**config.mk**
```make
export PLATFORM = sky130hd
export DESIGN_NAME = efdr_front
export DESIGN_NICKNAME = d
export VERILOG_FILES = /design/src/sv/efdr_pkg.sv /design/src/sv/efdr_front.sv
export SDC_FILE = /design/constraint.sdc
export NUM_CORES = 1
export LEC_CHECK = 0
export ABC_AREA = 1
export BUFFER_PORTS_ARGS = -buffer_cell sky130_fd_sc_hd__buf_2
export CAP_MARGIN = 40
export CELL_PAD_IN_SITES_DETAIL_PLACEMENT = 1
export CELL_PAD_IN_SITES_GLOBAL_PLACEMENT = 1
export CORE_ASPECT_RATIO = 1.1
export CORE_UTILIZATION = 37
export DETAILED_ROUTE_END_ITERATION = 10
export GPL_TIMING_DRIVEN = 1
export PLACE_DENSITY_LB_ADDON = 0.1
export SLEW_MARGIN = 20
export SYNTH_ARGS = -nofsm -noshare
export SYNTH_HDL_FRONTEND = slang
export SYNTH_SLANG_ARGS = --single-unit
```
**constraint.sdc**
```tcl
create_clock -name clock -period 4.7 [get_ports clock]
set_input_delay 0.94 -clock clock [delete_from_list [all_inputs] [get_ports clock]]
set_output_delay 0.94 -clock clock [all_outputs]
set_load 0.01 [all_outputs]
```
**src/sv/efdr_pkg.sv**
```systemverilog
// Shared constants, payload types and helper types for the event frame decay renderer.
package efdr_pkg;

   localparam int TIME_BITS   = 48;
   localparam int GRID_BITS   = 7;
   localparam int GRID_SIZE   = 1 << GRID_BITS;
   localparam int CELL_BITS   = 2 * GRID_BITS;
   localparam int CELLS       = 1 << CELL_BITS;
   localparam int DECAY_BITS  = 24;
   localparam int SEL_BITS    = 8;
   localparam int GREY_BITS   = 8;
   localparam int QUOT_BITS   = 7;
   localparam int STEP_BITS   = $clog2(QUOT_BITS);
   localparam int NUM_BITS    = DECAY_BITS + QUOT_BITS;
   localparam int ENTRY_BITS  = TIME_BITS + 2;
   localparam int ADDR_BITS   = 3;
   localparam int DATA_BITS   = 32;

   localparam logic [DECAY_BITS-1:0] DECAY_RESET = 24'd100000;
   localparam logic [GREY_BITS-1:0]  GREY_EMPTY  = 8'd128;
   localparam logic [GREY_BITS-1:0]  GREY_WHITE  = 8'd255;

   localparam logic FUNC_EVENT = 1'b0;
   localparam logic FUNC_READ  = 1'b1;

   localparam logic REG_DECAY  = 1'b0;
   localparam logic REG_SELECT = 1'b1;

   typedef struct packed {
      logic                      func;
      logic [TIME_BITS-1:0]      stamp;
      logic signed [15:0]        x_pos;
      logic signed [15:0]        y_pos;
      logic                      polarity;
      logic [SEL_BITS-1:0]       sensor_id;
      logic [6:0]                read_col;
      logic [6:0]                read_row;
   } req_type;

   typedef struct packed {
      logic [GREY_BITS-1:0] pixel_value;
      logic                 frame_nonempty;
   } rsp_type;

   // classified operation handed from front to back
   typedef struct packed {
      logic                  is_read;
      logic                  pol;
      logic [CELL_BITS-1:0]  pix_addr;
      logic [TIME_BITS-1:0]  stamp;
      logic                  flag;
      logic                  in_grid;
   } item_type;

   typedef struct packed {
      logic     valid;
      item_type item;
   } queue_out_type;

   typedef struct packed {
      logic clearing;
      logic pop;
   } back_status_type;

endpackage

```
**src/sv/efdr_front.sv**
```systemverilog
// Front end: classifies accepted items, tracks the latest event time and computes the flag.
module efdr_front (
   input  logic                                clock,
   input  logic                                reset,
   input  logic                                accept,
   input  efdr_pkg::req_type                   req_data,
   input  logic [efdr_pkg::DECAY_BITS-1:0]     decay,
   input  logic [efdr_pkg::SEL_BITS-1:0]       select,
   output logic                                push,
   output efdr_pkg::item_type                  item
);

   logic                               any_valid_ff, any_valid_in;
   logic [efdr_pkg::TIME_BITS-1:0]     any_time_ff, any_time_in;
   logic [efdr_pkg::TIME_BITS:0]       age;
   logic                               window;
   logic [efdr_pkg::GRID_BITS-1:0]     gx, gy;
   logic                               is_read;

   // round to nearest (+1/2, floor) and clamp to the grid
   function automatic logic [efdr_pkg::GRID_BITS-1:0] grid_coord(input logic signed [15:0] pos);
      logic signed [16:0] v;
      logic signed [12:0] q;
      v = {pos[15], pos} + 17'sd8;
      q = v[16:4];
      if (q < 13'sd0) begin
         grid_coord = '0;
      end else if (q > $signed(13'(efdr_pkg::GRID_SIZE - 1))) begin
         grid_coord = efdr_pkg::GRID_BITS'(efdr_pkg::GRID_SIZE - 1);
      end else begin
         grid_coord = q[efdr_pkg::GRID_BITS-1:0];
      end
   endfunction

   assign is_read = (req_data.func == efdr_pkg::FUNC_READ);
   assign gx      = grid_coord(req_data.x_pos);
   assign gy      = grid_coord(req_data.y_pos);

   // in window: 0 < frame - t <= decay
   assign age    = {1'b0, req_data.stamp} - {1'b0, any_time_ff};
   assign window = !age[efdr_pkg::TIME_BITS] && (age != '0) &&
                   (age[efdr_pkg::TIME_BITS-1:0] <= efdr_pkg::TIME_BITS'(decay));

   always_comb begin
      item.is_read = is_read;
      item.pol     = req_data.polarity;
      item.stamp   = req_data.stamp;
      item.flag    = any_valid_ff && window;
      item.in_grid = (32'(req_data.read_col) < efdr_pkg::GRID_SIZE) &&
                     (32'(req_data.read_row) < efdr_pkg::GRID_SIZE);
      if (is_read) begin
         item.pix_addr = {efdr_pkg::GRID_BITS'(req_data.read_row),
                          efdr_pkg::GRID_BITS'(req_data.read_col)};
      end else begin
         item.pix_addr = {gy, gx};
      end
   end

   // foreign events are dropped here, reads always go on
   assign push = accept && (is_read || (req_data.sensor_id == select));

   always_comb begin
      any_valid_in = any_valid_ff;
      any_time_in  = any_time_ff;
      if (accept && !is_read) begin
         any_valid_in = 1'b1;
         any_time_in  = req_data.stamp;
      end
   end

   always_ff @(posedge clock) begin
      if (reset) begin
         any_valid_ff <= 1'b0;
      end else begin
         any_valid_ff <= any_valid_in;
      end
      any_time_ff <= any_time_in;
   end

endmodule

```
======== After elaboration in Yosys (flattened, before gate mapping) ========
Index checks and enable logic that the tools add are counted.
storage, ports and cells
  bits in registers ....................... 49
  input bits .............................. 139
  output and inout bits ................... 67
  word-level logic and storage cells ...... 25
cells by class
  add/subtract/negate cells ............... 3
  magnitude comparators ................... 5
  equality and inequality tests ........... 1
  muxes and demuxes ....................... 5
  reductions and logical operators ........ 9
operators with widths
  operator                 number
  $reduce_bool A49 Y1      1
  $sub A48 B48 Y49         1
  $le A48 B24 Y1           1
  $add A16 B5 Y17 const B  2
  $mux W7                  4
  $gt A13 B8 Y1 const B    2
  $lt A13 B1 Y1 const B    2
  $mux W14                 1
  $eq A8 B8 Y1             1
  $logic_and A1 B1 Y1      5
  $logic_not A1 Y1         2
  $logic_or A1 B1 Y1       1

======== Longest topological paths before layout ========
  depth in word-level cells ............... 5
  gate-level depth with buffers ........... 27
  mapped depth without buffers ............ 27

======== Worst setup path before layout ========
Ideal clock, no wire load.
  path type ............................... input to output
  from .................................... in req_data[55] in the netlist's numbering
  to ...................................... out item[1] in the netlist's numbering
  arrival ................................. 3523 ps
  data required time ...................... 3760 ps
  slack ................................... 237 ps
  stages .................................. 23
  buffers on the path ..................... 0
  cells stage by stage .................... inv_1 > ha_1 > inv_1 > fa_1 > nand3_1 > nand3_2 > nand2_1 > nand2_1 > nand2_1 > nand2_2 > xnor2_1 > inv_1 > ha_1 > nand2_1 > nor4_1 > nand4_1 > nand2_1 > nand2_1 > nor2_1 > nand2_1 > nor2_1 > nand3_1 > nor2_1
RTL lines
  item             RTL line          source
  start, declared  efdr_front.sv:6   input efdr_pkg::req_type req_data,
  end, declared    efdr_front.sv:10  output efdr_pkg::item_type item

==> results.cfg <==
[run_status]
status = finished with violations
violations = DRC, setup timing

[synth]
yosys-top-cells-area = nand2_1 (21%), edfxtp_1 (19%), inv_1 (13%)
synth_compound_area_share_pct = 7.56
synth_top_area_share_pct = 21.0
synth.most_common_cell = nand2_1
synth_adder_area_share_pct = 12.5
syn-mean-instance-area_um2 = 5.99
netlist.top_cell.by_area = nand2_1
synth_ff_type = edfxtp_1
synth_top_family_by_area = simple AND/OR/NAND/NOR gates
synth-seq-area-share_pct = 19.3
ys_warn_count = 0
yosys-top-cells-count = nand2_1 (423), inv_1 (269), nor2_1 (114)
synth_edf_count = 48
netlist-cell-type-count = 42
synth_nets = 1476
synth_area_um2 = 7560
netlist_instances = 1262
synth_xor_area_share_pct = 3.71
synth-seq-cells = 49
synthSimpleGateAreaFrac_pct = 37.8
async_flop_share_pct = 0
synth_mux_area_share_pct = 0

[clock_network]
cts_buffers = 5
hold_buffers = 0
clockBufferDepth = 2
clock_latency_ns = 0.30
htreeDepth = 2
cts_tree = built
clk_pin_slew_ns = 0.07
clock_sinks = 49
root_buffer = clkbuf_16

[layout]
postLayoutCoreUtil_pct = 50.1
fillerInstances = 2843
stdcell_count = 1760
synthToLayoutAreaGrowth_pct = 32.1
finalNetCount = 1721
antenna_cells = 0
drive_gt1_share_pct = 30.0

[die]
core_area_um2 = 19900
start_util_pct = 37.9
pin_count = 206
die_w_um = 138
die_y_um = 152
die_area_um2 = 21000
fp-row-count = 54

[sta]
hold_viol_final = 0
max_freq_mhz = 205
grt_setup_unrepaired = true
setup_tns_ns = -0.171
fin_hold_ws_ns = 0.496
slew-limit-headroom_pct = 51.4
fin_worst_skew_ns = 0
setup_viol = 1
final_max_slew_viol_count = 0
period_needed_ns = 4.87
post-route-period-util_pct = 104
setup_ws_ns = -0.171
worst_pin_slew_ns = 0.727

[routing]
vias = 8413
drt_pre_antenna_iters = 7
remaining_drc_errors = 13
antenna_left = 0
drt-total-wl_um = 25800
via_per_inst = 4.78
wl_per_cell_um = 14.7
drt_iter0_markers = 241

[grt]
grt_pass1_vias = 8680
grt.total_usage_pct = 24.3
antenna_found_initial = 0
grt_max_degree = 29
grt_pass1_wl_um = 41000
grt-ovfl-total = 0

[setup_path]
reg2reg_depth = 2
r2r-start = any_valid_ff
startpoint_type = primary input
cp_max_fo = 3
reg2reg_to = any_valid_ff
critPathRequiredTime_ns = 3.76
crit_path_end_kind = output port
crit_arrival_ns = 3.93
r2r_slack_ns = 4.13
critPathKind = primary input to output port

[placement]
place_inst = 1741
io_buffers = 196
gp_congestion = 0.883
dp.final_hpwl_um = 21700

[worst_hold_path]
min_to = any_valid_ff
hold_path_class = flop to flop
hp-start = any_valid_ff
holdPathStages = 2

[power]
cellLeakagePower_uw = 0.00558
p_per_area_nw_per_um2 = 216
ir_drop_uv = 129
total_power_uw = 2150

[job]
maxCapViolations = 0
per-stage QoR:
step	worst slack [ns]	area [um^2]
final	-0.171	9990
after global routing	-0.392	9990
after CTS	-0.155	9540
after detailed placement	-0.356	9100
after global placement	-0.286	9100
after floorplan	0.237	7560
layer usage:
metal,vias to the layer above,global-route usage [%],routed length [um]
met2,126,48.6,14200
met4,0,4.65,274
li1,4310,-,-
met3,19,2.24,621
met1,3958,27.6,10700
met5,-,0,0
layout by cell type (no fill, tap or decap), drive strengths merged, types with 5 or more instances in the layout:
master | synthesis | final
nor2 | 132 | 132
buf | 51 | 291
o21bai | 9 | 9
xnor2 | 12 | 12
and2 | 5 | 5
edfxtp | 48 | 48
clkbuf | 2 | 6
o21ai | 22 | 22
nand2 | 439 | 439
nand3 | 56 | 56
nand4 | 8 | 8
xor2 | 20 | 20
ha | 74 | 74
a21oi | 55 | 55
nor3 | 9 | 9
inv | 279 | 279
nand3b | 14 | 14
worst max-delay path by stage:
stage | startpoint | to | slack [ns] | cells past startpoint
CTS | req_data[55] | item[1] | -0.16 | 28
global route | req_data[60] | item[1] | -0.39 | 27
floorplan | req_data[55] | item[1] | 0.24 | 23
global placement | req_data[55] | item[1] | -0.29 | 26
finish | req_data[62] | item[1] | -0.17 | 25
detailed placement | req_data[55] | item[1] | -0.36 | 28
sequential cells by signal (all words and copies together), names as in the netlist:
name and count:
any_time_ff 48, any_valid_ff 1
critical path: stages:
cell and delay (ns):
buf_2 0.13, ha_4 0.25, buf_4 0.15, nand2_2 0.10
inv_1 0.06, a21oi_1 0.20, nand2_2 0.10, nand2_2 0.07
nand2_2 0.06, buf_4 0.14, xnor2_2 0.19, inv_2 0.09
ha_4 0.28, nand2_4 0.06, nor4_4 0.12, buf_4 0.15
nand4_1 0.09, nand2_2 0.10, nand2_1 0.05, nor2_1 0.08
nand2_1 0.05, nor2_1 0.09, nand3_1 0.09, nor2_2 0.13
buf_2 0.15
power by group:
part	leakage (uW)	internal [uW]	switching (uW)
Clock	0.0000631	199	192
Combinational	0.00506	521	723
Sequential	0.000459	512	8.08
kinds of logic after synthesis:
| kind of cell | Yosys count |
|---|---|
| fa+ha+maj | 75 |
| buf+inv | 333 |
| other cells | 1 |
| compound gates | 101 |
| simple gates | 671 |
| xor+xnor | 32 |
| flops | 49 |
repair_timing:
item                                    CTS  global route
resized for setup                        44            84
pin swaps                                26            42
setup buffers                             6             5
endpoints found under the setup margin    1             1
cell type report:
cell class / count / area (um^2) / share of cell area, %
multi-input cells: 880 / 5300 / 53.1
clock inverters: 2 / 15.0 / 0.150
well taps: 252 / 315 / 3.16
repair buffers: 291 / 1710 / 17.1
clock buffers: 6 / 129 / 1.29
flip-flops and latches: 49 / 1460 / 14.6
inverters: 280 / 1060 / 10.6
No activity file was read; power rests on OpenSTA's default activity.
