## src/sv/efdr_pkg.sv

```systemverilog
// Shared constants, payload types and helper types for the event frame decay renderer.
package efdr_pkg;

   localparam int TIME_BITS   = 48;
   localparam int GRID_BITS   = 7;
   localparam int GRID_SIZE   = 1 << GRID_BITS;
   localparam int CELL_BITS   = 2 * GRID_BITS;
   localparam int CELLS       = 1 << CELL_BITS;
   localparam int DECAY_BITS  = 24;
   localparam int SEL_BITS    = 8;
   localparam int GREY_BITS   = 8;
   localparam int QUOT_BITS   = 7;
   localparam int STEP_BITS   = $clog2(QUOT_BITS);
   localparam int NUM_BITS    = DECAY_BITS + QUOT_BITS;
   localparam int ENTRY_BITS  = TIME_BITS + 2;
   localparam int ADDR_BITS   = 3;
   localparam int DATA_BITS   = 32;

   localparam logic [DECAY_BITS-1:0] DECAY_RESET = 24'd100000;
   localparam logic [GREY_BITS-1:0]  GREY_EMPTY  = 8'd128;
   localparam logic [GREY_BITS-1:0]  GREY_WHITE  = 8'd255;

   localparam logic FUNC_EVENT = 1'b0;
   localparam logic FUNC_READ  = 1'b1;

   localparam logic REG_DECAY  = 1'b0;
   localparam logic REG_SELECT = 1'b1;

   typedef struct packed {
      logic                      func;
      logic [TIME_BITS-1:0]      stamp;
      logic signed [15:0]        x_pos;
      logic signed [15:0]        y_pos;
      logic                      polarity;
      logic [SEL_BITS-1:0]       sensor_id;
      logic [6:0]                read_col;
      logic [6:0]                read_row;
   } req_type;

   typedef struct packed {
      logic [GREY_BITS-1:0] pixel_value;
      logic                 frame_nonempty;
   } rsp_type;

   // classified operation handed from front to back
   typedef struct packed {
      logic                  is_read;
      logic                  pol;
      logic [CELL_BITS-1:0]  pix_addr;
      logic [TIME_BITS-1:0]  stamp;
      logic                  flag;
      logic                  in_grid;
   } item_type;

   typedef struct packed {
      logic     valid;
      item_type item;
   } queue_out_type;

   typedef struct packed {
      logic clearing;
      logic pop;
   } back_status_type;

endpackage

```

## src/sv/efdr_queue.sv

```systemverilog
// Two-entry queue between the front end and the back end.
module efdr_queue (
   input  logic                    clock,
   input  logic                    reset,
   input  logic                    push,
   input  efdr_pkg::item_type      push_item,
   input  logic                    pop,
   output efdr_pkg::queue_out_type head,
   output logic                    full
);

   efdr_pkg::item_type slot_ff [2];
   logic               wr_ptr_ff, wr_ptr_in;
   logic               rd_ptr_ff, rd_ptr_in;
   logic [1:0]         count_ff, count_in;

   assign full       = (count_ff == 2'd2);
   assign head.valid = (count_ff != 2'd0);
   assign head.item  = slot_ff[rd_ptr_ff];

   always_comb begin
      wr_ptr_in = wr_ptr_ff;
      rd_ptr_in = rd_ptr_ff;
      count_in  = count_ff;
      if (push) begin
         wr_ptr_in = !wr_ptr_ff;
      end
      if (pop) begin
         rd_ptr_in = !rd_ptr_ff;
      end
      case ({push, pop})
         2'b10:   count_in = count_ff + 2'd1;
         2'b01:   count_in = count_ff - 2'd1;
         default: count_in = count_ff;
      endcase
   end

   always_ff @(posedge clock) begin
      if (reset) begin
         wr_ptr_ff <= 1'b0;
         rd_ptr_ff <= 1'b0;
         count_ff  <= 2'd0;
      end else begin
         wr_ptr_ff <= wr_ptr_in;
         rd_ptr_ff <= rd_ptr_in;
         count_ff  <= count_in;
      end
      if (push) begin
         slot_ff[wr_ptr_ff] <= push_item;
      end
   end

endmodule

```

## config.mk

```make
export PLATFORM = sky130hd
export DESIGN_NAME = efdr_queue
export DESIGN_NICKNAME = d
export VERILOG_FILES = /design/src/sv/efdr_pkg.sv /design/src/sv/efdr_queue.sv
export SDC_FILE = /design/constraint.sdc
export NUM_CORES = 1
export LEC_CHECK = 0
export ABC_AREA = 1
export BUFFER_PORTS_ARGS = -buffer_cell sky130_fd_sc_hd__buf_2
export CAP_MARGIN = 20
export CORE_MARGIN = 3
export CORE_UTILIZATION = 55
export CTS_BUF_LIST = sky130_fd_sc_hd__clkbuf_4 sky130_fd_sc_hd__clkbuf_8 sky130_fd_sc_hd__clkbuf_16
export CTS_CLUSTER_DIAMETER = 100
export CTS_CLUSTER_SIZE = 24
export DETAILED_ROUTE_END_ITERATION = 6
export GPL_ROUTABILITY_DRIVEN = 0
export PLACE_DENSITY = 0.8
export SETUP_SLACK_MARGIN = 0.05
export SYNTH_ARGS = -nofsm -noshare
export SYNTH_HDL_FRONTEND = slang
export SYNTH_SLANG_ARGS = --single-unit
```

## constraint.sdc

```tcl
create_clock -name clock -period 6.4 [get_ports clock]
set_input_delay 1.28 -clock clock [delete_from_list [all_inputs] [get_ports clock]]
set_output_delay 1.28 -clock clock [all_outputs]
set_load 0.01 [all_outputs]
```

# == After elaboration in Yosys (flattened, before gate mapping) ==
# Memories as Yosys holds them, arrays and structs flattened. A register that Yosys moved wholly into a read port is not among the register bits.
# Cells that the tools add are included.
# W data, S select, Z words.
# word_totals
regBits,4
wordCells,18
mem_count,1
ramBits,132
# memory_table
name,depth,word_bits,read_ports,rd_clocked_by_memory_dff,wr,line,text
slot_ff,2,66,1,1,1,efdr_queue.sv:12,efdr_pkg::item_type slot_ff [2];
# op_classes
reduce_logical,4
eq_ne,3
muxes,5
add_sub_neg,2
# ops
op,n
$eq A2 B2 Y1 const B,2
$mux W1,4
$pmux W2 S2,1
$reduce_bool A2 Y1,2
$add A2 B1 Y2 const B,1
$eq A2 B1 Y1 const B,1
$logic_not A1 Y1,2
$sub A2 B1 Y2 const B,1

# == Longest topological paths before layout ==
# Gate-level depths: netlist (run 1).
# logic_depth
ltp_word,3
mapped_depth,7
depth_no_buf,7

# == Worst setup path after synthesis (run 1) ==
# No wires, ideal clock.
# synth_path
path_type,input -> register
startpoint,input port push
endpoint,"memory slot_ff[0][0] in the netlist's numbering, enable pin"
required_ns,5.908
n_path_buf,0
setup_slack_ns,1.801
setup_ns,0.492
path_stages,2
arrival_time_ns,4.107
cell_sequence,inv_1 nor2_1
# synth_between
elab_chain_cells,2
# synth_lines
element,line,text
from (decl),efdr_queue.sv:5,"input logic push,"
$mux W1,efdr_queue.sv:48,if (push) begin
$mux W1 (not written as such),efdr_queue.sv:49,slot_ff[wr_ptr_ff] <= push_item;
to (decl),efdr_queue.sv:12,
# Every way passes these cells.

==> impl_metrics.py, run 1 <==
metrics = {
    "outcome": {
        "status": "complete, no violations",
    },
    "clock_network": {
        "cts.hold.buffers_added": 0,
        "clock-root-buffer": "sky130_fd_sc_hd__clkbuf_8",
        "tritoncts": "built",
        "htree_num_levels": 4,
        "clkSinkCount": 137,
        "cts_buffers": 17,
        "clkSlewWorstSetupHoldPaths_ns": 0.06,
        "clk_path_buf_depth": 2,
        "cts.repair.resized": 0,
        "cts_setup_buffers": 0,
        "clock_latency_on_the_worst_skew_pair_ns": 0.51,
    },
    "floorplanning": {
        "die_w_um": 102.8,
        "core_um2": 8891,
        "initial_utilization": 0.5791,
        "fp.dieArea_um2": 10560,
        "io-pin-count": 138,
        "rows": 34,
        "chip_height_um": 102.8,
    },
    "synth": {
        "synth_commonest_cells": "sky130_fd_sc_hd__edfxtp_1 (132), sky130_fd_sc_hd__mux2_4 (40), sky130_fd_sc_hd__mux2_2 (26)",
        "synth-async-reset-ratio": 0,
        "synth_area_leaders": "sky130_fd_sc_hd__edfxtp_1 (77%), sky130_fd_sc_hd__mux2_4 (12%), sky130_fd_sc_hd__mux2_2 (5.7%), sky130_fd_sc_hd__dfxtp_1 (1.9%), sky130_fd_sc_hd__buf_6 (1.1%)",
        "synth.avg_cell_area_um2": 21.63,
        "ys_seq_area_frac": 0.7893,
        "ys_seq_elements": 137,
        "synth_top_area_cell": "sky130_fd_sc_hd__edfxtp_1",
        "netlist_area_um2": 5149,
        "number_of_enable_type_register_cells_in_the_synthesized_netlist": 132,
        "yosysMostFrequentCell": "sky130_fd_sc_hd__edfxtp_1",
        "synthDistinctLibCells": 15,
        "yosys.area.top_type_share": 0.7699,
        "ys.flop_type": "sky130_fd_sc_hd__edfxtp_1",
        "synthCells": 238,
        "mappedNetlistNets": 309,
        "synth_warnings": 0,
    },
    "timing": {
        "max_freq_mhz": 288.6,
        "rsz0062_at_grt": "false",
        "final-setup-viol-count": 0,
        "finalWorstSetupSlack_ns": 2.935,
        "fin_worst_skew_ns": 0.006176,
        "slew_headroom": 0.2843,
        "timing_hold_violations_final": 0,
        "tightestPinTransition_ns": 1.074,
        "final_min_period_over_clock_period": 0.5413,
        "post_route_minimum_period_ns": 3.465,
        "final-max-slew-violation-count": 0,
        "setup-tns-final_ns": 0,
    },
    "power": {
        "internal_power_mw": 1.825,
        "leakage_nw": 2.617,
        "p_clk_frac": 0.446,
        "vdd_ir_drop_max_mv": 0.2476,
        "sw_frac_of_total": 0.2032,
        "net_switching_mw": 0.4653,
        "power.sequential.fraction": 0.467,
        "power_per_cell_area_nw_per_um2": 349.1,
        "pwr-share-comb": 0.087,
    },
    "layout": {
        "finalNetCount": 460,
        "num-fill-cells": 552,
        "insertedDiodeCount": 0,
        "areaGrowthSynthToFinish_pct": 27.41,
        "share_of_final_layout_standard_cells_stronger_than_drive_strength_1": 0.5945,
    },
    "worst_hold_path": {
        "hold_class": "flip-flop to flip-flop",
        "holdPathStages": 2,
        "hold_path_startpoint": "count_ff[1]",
    },
    "grt": {
        "globalRoute.totalOverflow": 0,
        "grt_start_max_net_pins": 67,
        "vias_in_the_first_global_route": 2785,
        "first_pass_grt_wire_length_um": 13640,
        "grt_usage": 0.1779,
        "initial_antenna_violation_count": 0,
    },
    "setup_path": {
        "r2r_start": "wr_ptr_ff",
        "path_cells": "mux2_2 > buf_2",
        "worst-endpoint-required_ns": 5.12,
        "critPathMaxFanout": 66,
        "setup.worst_path.class": "flip-flop to output pin",
        "timing.critical_path.to_type": "output pin",
        "cp_data_arrival_time_ns": 2.18,
        "ff2ff_path_depth": 2,
        "timing.critical_path.slowest_stage_cell": "sky130_fd_sc_hd__dfxtp_4",
        "setup.worst_path.start_class": "flip-flop",
        "crit_path_max_incr_delay_ns": 1.04,
    },
    "place": {
        "io_buffer_count": 137,
        "detailed_place_hpwl_um": 5777,
        "dp_worst_setup_slack_ns": 3.248,
    },
    "routing": {
        "wire_per_inst_um": 17.68,
        "firstDrtPassIters": 6,
        "finalWirelength_um": 9015,
        "drt_iter0_markers": 109,
        "vias": 2613,
        "drcViolationCount": 0,
        "drt.antenna.violating_nets": 0,
        "avgViaCountPerCell": 5.124,
    },
    "flow_run": {
        "maxCapViolations": 0,
    },
}
==> registers in the layout (all words and copies together), names as in the netlist, named ones only <==
| signal | cells |
|---|---|
| slot_ff | 132 |
| count_ff | 2 |
| rd_ptr_ff | 1 |
| wr_ptr_ff | 1 |
==> final timing paths <==
kind	slack [ns]	end
worst min register to register	0.51	count_ff[1]
worst max-delay path	2.94	head[57]
worst min-delay path	0.51	count_ff[1]
worst max register to register	4.39	slot_ff[0][5]
==> worst max-delay path, delay by kind of cell (launching register included) <==
kind	cells	cell delay (ns)
buf+inv	1	0.14
flops	1	1.04
mux	1	0.43
==> layout by cell type (no fill, tap or decap), drive strengths merged <==
cell type,count
buf,139
edfxtp,132
mux2,66
clkbuf,19
nor2,9
inv,7
nand2,6
clkinv,6
bufinv,5
dfxtp,5
clkinvlp,2
o21ai,1
a21oi,1
xnor2,1
nor3,1
nand4,1
ha,1
==> power groups by stage <==
stage	Clock [mW]	Combinational [mW]	Sequential [mW]
after floorplan	0	0.139	1.07
after global placement	0	0.197	1.09
after detailed placement	0	0.202	1.09
after CTS	1.04	0.203	1.07
after global routing	1.08	0.218	1.08
final	1.02	0.200	1.07
==> per-stage QoR <==
stage          hold slack [ns]  cells  area, um2  power (mW)  utilization
2_1_floorplan           0.4764    238       5149       1.207            -
3_3_place_gp            0.4902    478       5929       1.283       0.6669
3_5_place_dp            0.4962    478       5929       1.292       0.6669
4_1_cts                 0.5070    510       6560       2.313       0.7378
5_1_grt                 0.5444    510       6560       2.371       0.7378
6_report                0.5114    510       6560       2.290       0.7378
==> metal layers <==
layer	vias to the layer above	routed length (um)	part of all wire	GRT usage
li1	1228	-	-	-
met1	1260	3514	0.39	0.1993
met2	109	4588	0.51	0.2999
met3	16	776	0.086	0.07984
met4	0	136	0.015	0.06873
met5	-	0	0	0
==> final cells by class <==
class	count	area, um2	share of cell area
clock buffers	19	429.2	0.06542
clock inverters	13	201.4	0.03071
inverters	7	26.28	0.004005
multi-input cells	87	999.7	0.1524
flip-flops and latches	137	4068	0.6201
well taps	108	135.1	0.02060
repair buffers	139	700.7	0.1068
==> cells by family after synthesis <==
kind of cell	after synthesis	synth area share
flops	137	0.7893
compound gates	2	0.001942
fa+ha+maj	1	0.002430
simple gates	17	0.01312
buf+inv	14	0.01798
xor+xnor	1	0.001701
mux	66	0.1735
Note: power is estimated with default switching activity, not from simulation.
==> inputs of run 2 (changes only) <==
--- a/config.mk
+++ b/config.mk
@@ -9,13 +9,13 @@
 export BUFFER_PORTS_ARGS = -buffer_cell sky130_fd_sc_hd__buf_2
 export CAP_MARGIN = 20
 export CORE_MARGIN = 3
-export CORE_UTILIZATION = 55
+export CORE_UTILIZATION = 47
 export CTS_BUF_LIST = sky130_fd_sc_hd__clkbuf_4 sky130_fd_sc_hd__clkbuf_8 sky130_fd_sc_hd__clkbuf_16
 export CTS_CLUSTER_DIAMETER = 100
 export CTS_CLUSTER_SIZE = 24
 export DETAILED_ROUTE_END_ITERATION = 6
 export GPL_ROUTABILITY_DRIVEN = 0
-export PLACE_DENSITY = 0.8
+export PLACE_DENSITY = 0.72
 export SETUP_SLACK_MARGIN = 0.05
 export SYNTH_ARGS = -nofsm -noshare
 export SYNTH_HDL_FRONTEND = slang
==> constraint.sdc (replaced) <==
create_clock -name clock -period 2.88 [get_ports clock]
set_input_delay 0.576 -clock clock [delete_from_list [all_inputs] [get_ports clock]]
set_output_delay 0.576 -clock clock [all_outputs]
set_load 0.01 [all_outputs]
==> run 2 against run 1 <==
Against the previous run:
- routed wire length down 4.1%
- sequential share of layout area up 0.13 points
- critical path depth up 1
- cell count up 6.1%
- global-route usage down 3.0 points
- non-clock buffer count up 3
- clock skew about the same
- register-to-register slack worse by 2.8 ns
- hold slack worse by 0.26 ns
- clock power up 85%
- critical path type unchanged
- largest cell class unchanged
- largest power group unchanged
==> impl_metrics.py, run 2 (same netlist as run 1, synthesis figures left out) <==
metrics = {
    "floorplanning": {
        "rows": 37,
        "initial_utilization": 0.4899,
        "die_w_um": 110.7,
        "core_um2": 10510,
        "io-pin-count": 138,
        "fp.dieArea_um2": 12250,
        "chip_height_um": 110.7,
    },
    "setup_path": {
        "worst-endpoint-required_ns": 2.30,
        "cp_data_arrival_time_ns": 1.92,
        "timing.critical_path.slowest_stage_cell": "sky130_fd_sc_hd__dfxtp_4",
        "path_cells": "buf_4 > mux2_2 > buf_2",
        "r2r_start": "wr_ptr_ff",
        "worst-r2r-setup-slack_ns": 1.60,
        "ff2ff_path_depth": 2,
        "timing.rr.end": "slot_ff[0][54]",
        "critPathCapture": "head[63]",
        "critical_path_cell_count": 3,
        "critical_path.n_buffers_inverters": 2,
        "timing.critical_path.to_type": "output pin",
        "crit_path_max_incr_delay_ns": 0.50,
        "setup.worst_path.start_class": "flip-flop",
        "cpLargestDelayFamily": "buffers and inverters",
        "critPathMaxFanout": 19,
        "setup.worst_path.class": "flip-flop to output pin",
    },
    "power": {
        "pwr-share-comb": 0.103,
        "net_switching_mw": 1.015,
        "leakage_nw": 2.580,
        "internal_power_mw": 3.705,
        "p_clk_frac": 0.401,
        "vdd_ir_drop_max_mv": 0.4285,
        "power.sequential.fraction": 0.497,
        "sw_frac_of_total": 0.2150,
        "power_per_cell_area_nw_per_um2": 721.0,
    },
    "clock_network": {
        "tritoncts": "built",
        "cts.hold.buffers_added": 0,
        "clock_latency_on_the_worst_skew_pair_ns": 0.50,
        "cts_setup_buffers": 0,
        "cts.repair.resized": 0,
        "clock-root-buffer": "sky130_fd_sc_hd__clkbuf_8",
        "clkSinkCount": 137,
        "htree_num_levels": 4,
        "clk_path_buf_depth": 2,
        "cts_buffers": 17,
        "clkSlewWorstSetupHoldPaths_ns": 0.06,
    },
    "timing": {
        "tightestPinTransition_ns": 0.5280,
        "max_freq_mhz": 400.5,
        "final_min_period_over_clock_period": 0.8670,
        "fin_worst_skew_ns": 0.005776,
        "whs_ns": 0.2564,
        "rsz0062_at_grt": "false",
        "setup-tns-final_ns": 0,
        "final-max-slew-violation-count": 0,
        "post_route_minimum_period_ns": 2.497,
        "slew_headroom": 0.6480,
        "timing_hold_violations_final": 0,
        "final-setup-viol-count": 0,
    },
    "routing": {
        "drt_iter0_markers": 113,
        "firstDrtPassIters": 4,
        "vias": 2591,
        "avgViaCountPerCell": 4.789,
        "drt.antenna.violating_nets": 0,
        "drcViolationCount": 0,
        "finalWirelength_um": 8646,
        "wire_per_inst_um": 15.98,
    },
    "worst_hold_path": {
        "hold_class": "primary input to flip-flop",
    },
    "flow_run": {
        "maxCapViolations": 0,
    },
    "layout": {
        "final_common_cell": "sky130_fd_sc_hd__buf_2",
        "finalNonFillerCells": 541,
        "share_of_final_layout_standard_cells_stronger_than_drive_strength_1": 0.5901,
        "insertedDiodeCount": 0,
        "post-route-cell-area_um2": 6546,
        "largest_registers": "slot_ff x132, count_ff x2",
        "most-common-layout-cells": "sky130_fd_sc_hd__buf_2 (137), sky130_fd_sc_hd__edfxtp_1 (132), sky130_fd_sc_hd__mux2_4 (40)",
        "finalNetCount": 463,
        "areaGrowthSynthToFinish_pct": 27.14,
        "num-fill-cells": 782,
        "regMostFlops": "slot_ff",
        "largest_reg_flops": 132,
    },
    "grt": {
        "initial_antenna_violation_count": 0,
        "grt_usage": 0.1477,
        "first_pass_grt_wire_length_um": 13950,
        "globalRoute.totalOverflow": 0,
        "vias_in_the_first_global_route": 2842,
        "grt_start_max_net_pins": 68,
    },
    "place": {
        "dp_cells": 509,
        "io_buffer_count": 137,
        "detailed_place.area_um2": 6012,
        "detailed_place_hpwl_um": 5772,
    },
    "outcome": {
        "status": "complete, no violations",
    },
}
## run 2: worst min-delay path by stage
| stage | start | to | slack [ns] | cells past startpoint |
|---|---|---|---|---|
| after floorplan | count_ff[1] | count_ff[1] | 0.48 | 2 |
| after global placement | count_ff[1] | count_ff[1] | 0.49 | 2 |
| after detailed placement | rd_ptr_ff | flip-flop | 0.50 | 2 |
| after CTS | push_item[4] | slot_ff[1][4] | 0.23 | 1 |
| after global routing | push_item[46] | slot_ff[0][46] | 0.23 | 1 |
| final | push_item[4] | slot_ff[1][4] | 0.26 | 1 |
## run 2: worst register-to-register path: stages, from the launching register on
cell and delay [ns]:
sky130_fd_sc_hd__dfxtp_1 0.34, sky130_fd_sc_hd__nor2_4 0.11, sky130_fd_sc_hd__buf_4 0.45
## run 2: area by class of cell
cell class,count,area (um2),share of cell area
multi-input combinational,87,999.7,0.1527
timing repair buffer,142,748.2,0.1143
inverter,7,26.28,0.004014
sequential,137,4068,0.6214
clock inverter,13,105.1,0.01606
clock buffer,19,429.2,0.06556
tap,136,170.2,0.02599
## run 2: layer usage
| layer | vias up | routed length (um) | track usage |
|---|---|---|---|
| li1 | 1232 | - | - |
| met1 | 1247 | 3587 | 0.1725 |
| met2 | 101 | 4316 | 0.2456 |
| met3 | 11 | 632 | 0.05404 |
| met4 | 0 | 110 | 0.06404 |
| met5 | - | 0 | 0 |
## run 2: power by group through the flow
| stage | Combinational [mW] | Sequential [mW] | Clock, mW |
|---|---|---|---|
| global placement | 0.483 | 2.38 | 0 |
| detailed placement | 0.493 | 2.39 | 0 |
| floorplan | 0.309 | 2.37 | 0 |
| finish | 0.484 | 2.34 | 1.89 |
| CTS | 0.494 | 2.35 | 1.94 |
| global route | 0.525 | 2.35 | 2.05 |
## run 2: metrics by stage
step / setup WS [ns] / power, mW / util
global route: 0.2807 / 4.932 / 0.6229
detailed placement: 0.8767 / 2.880 / 0.5721
floorplan: 0.1293 / 2.680 / -
global placement: 0.9088 / 2.863 / 0.5721
CTS: 0.3247 / 4.784 / 0.6229
finish: 0.3831 / 4.720 / 0.6229
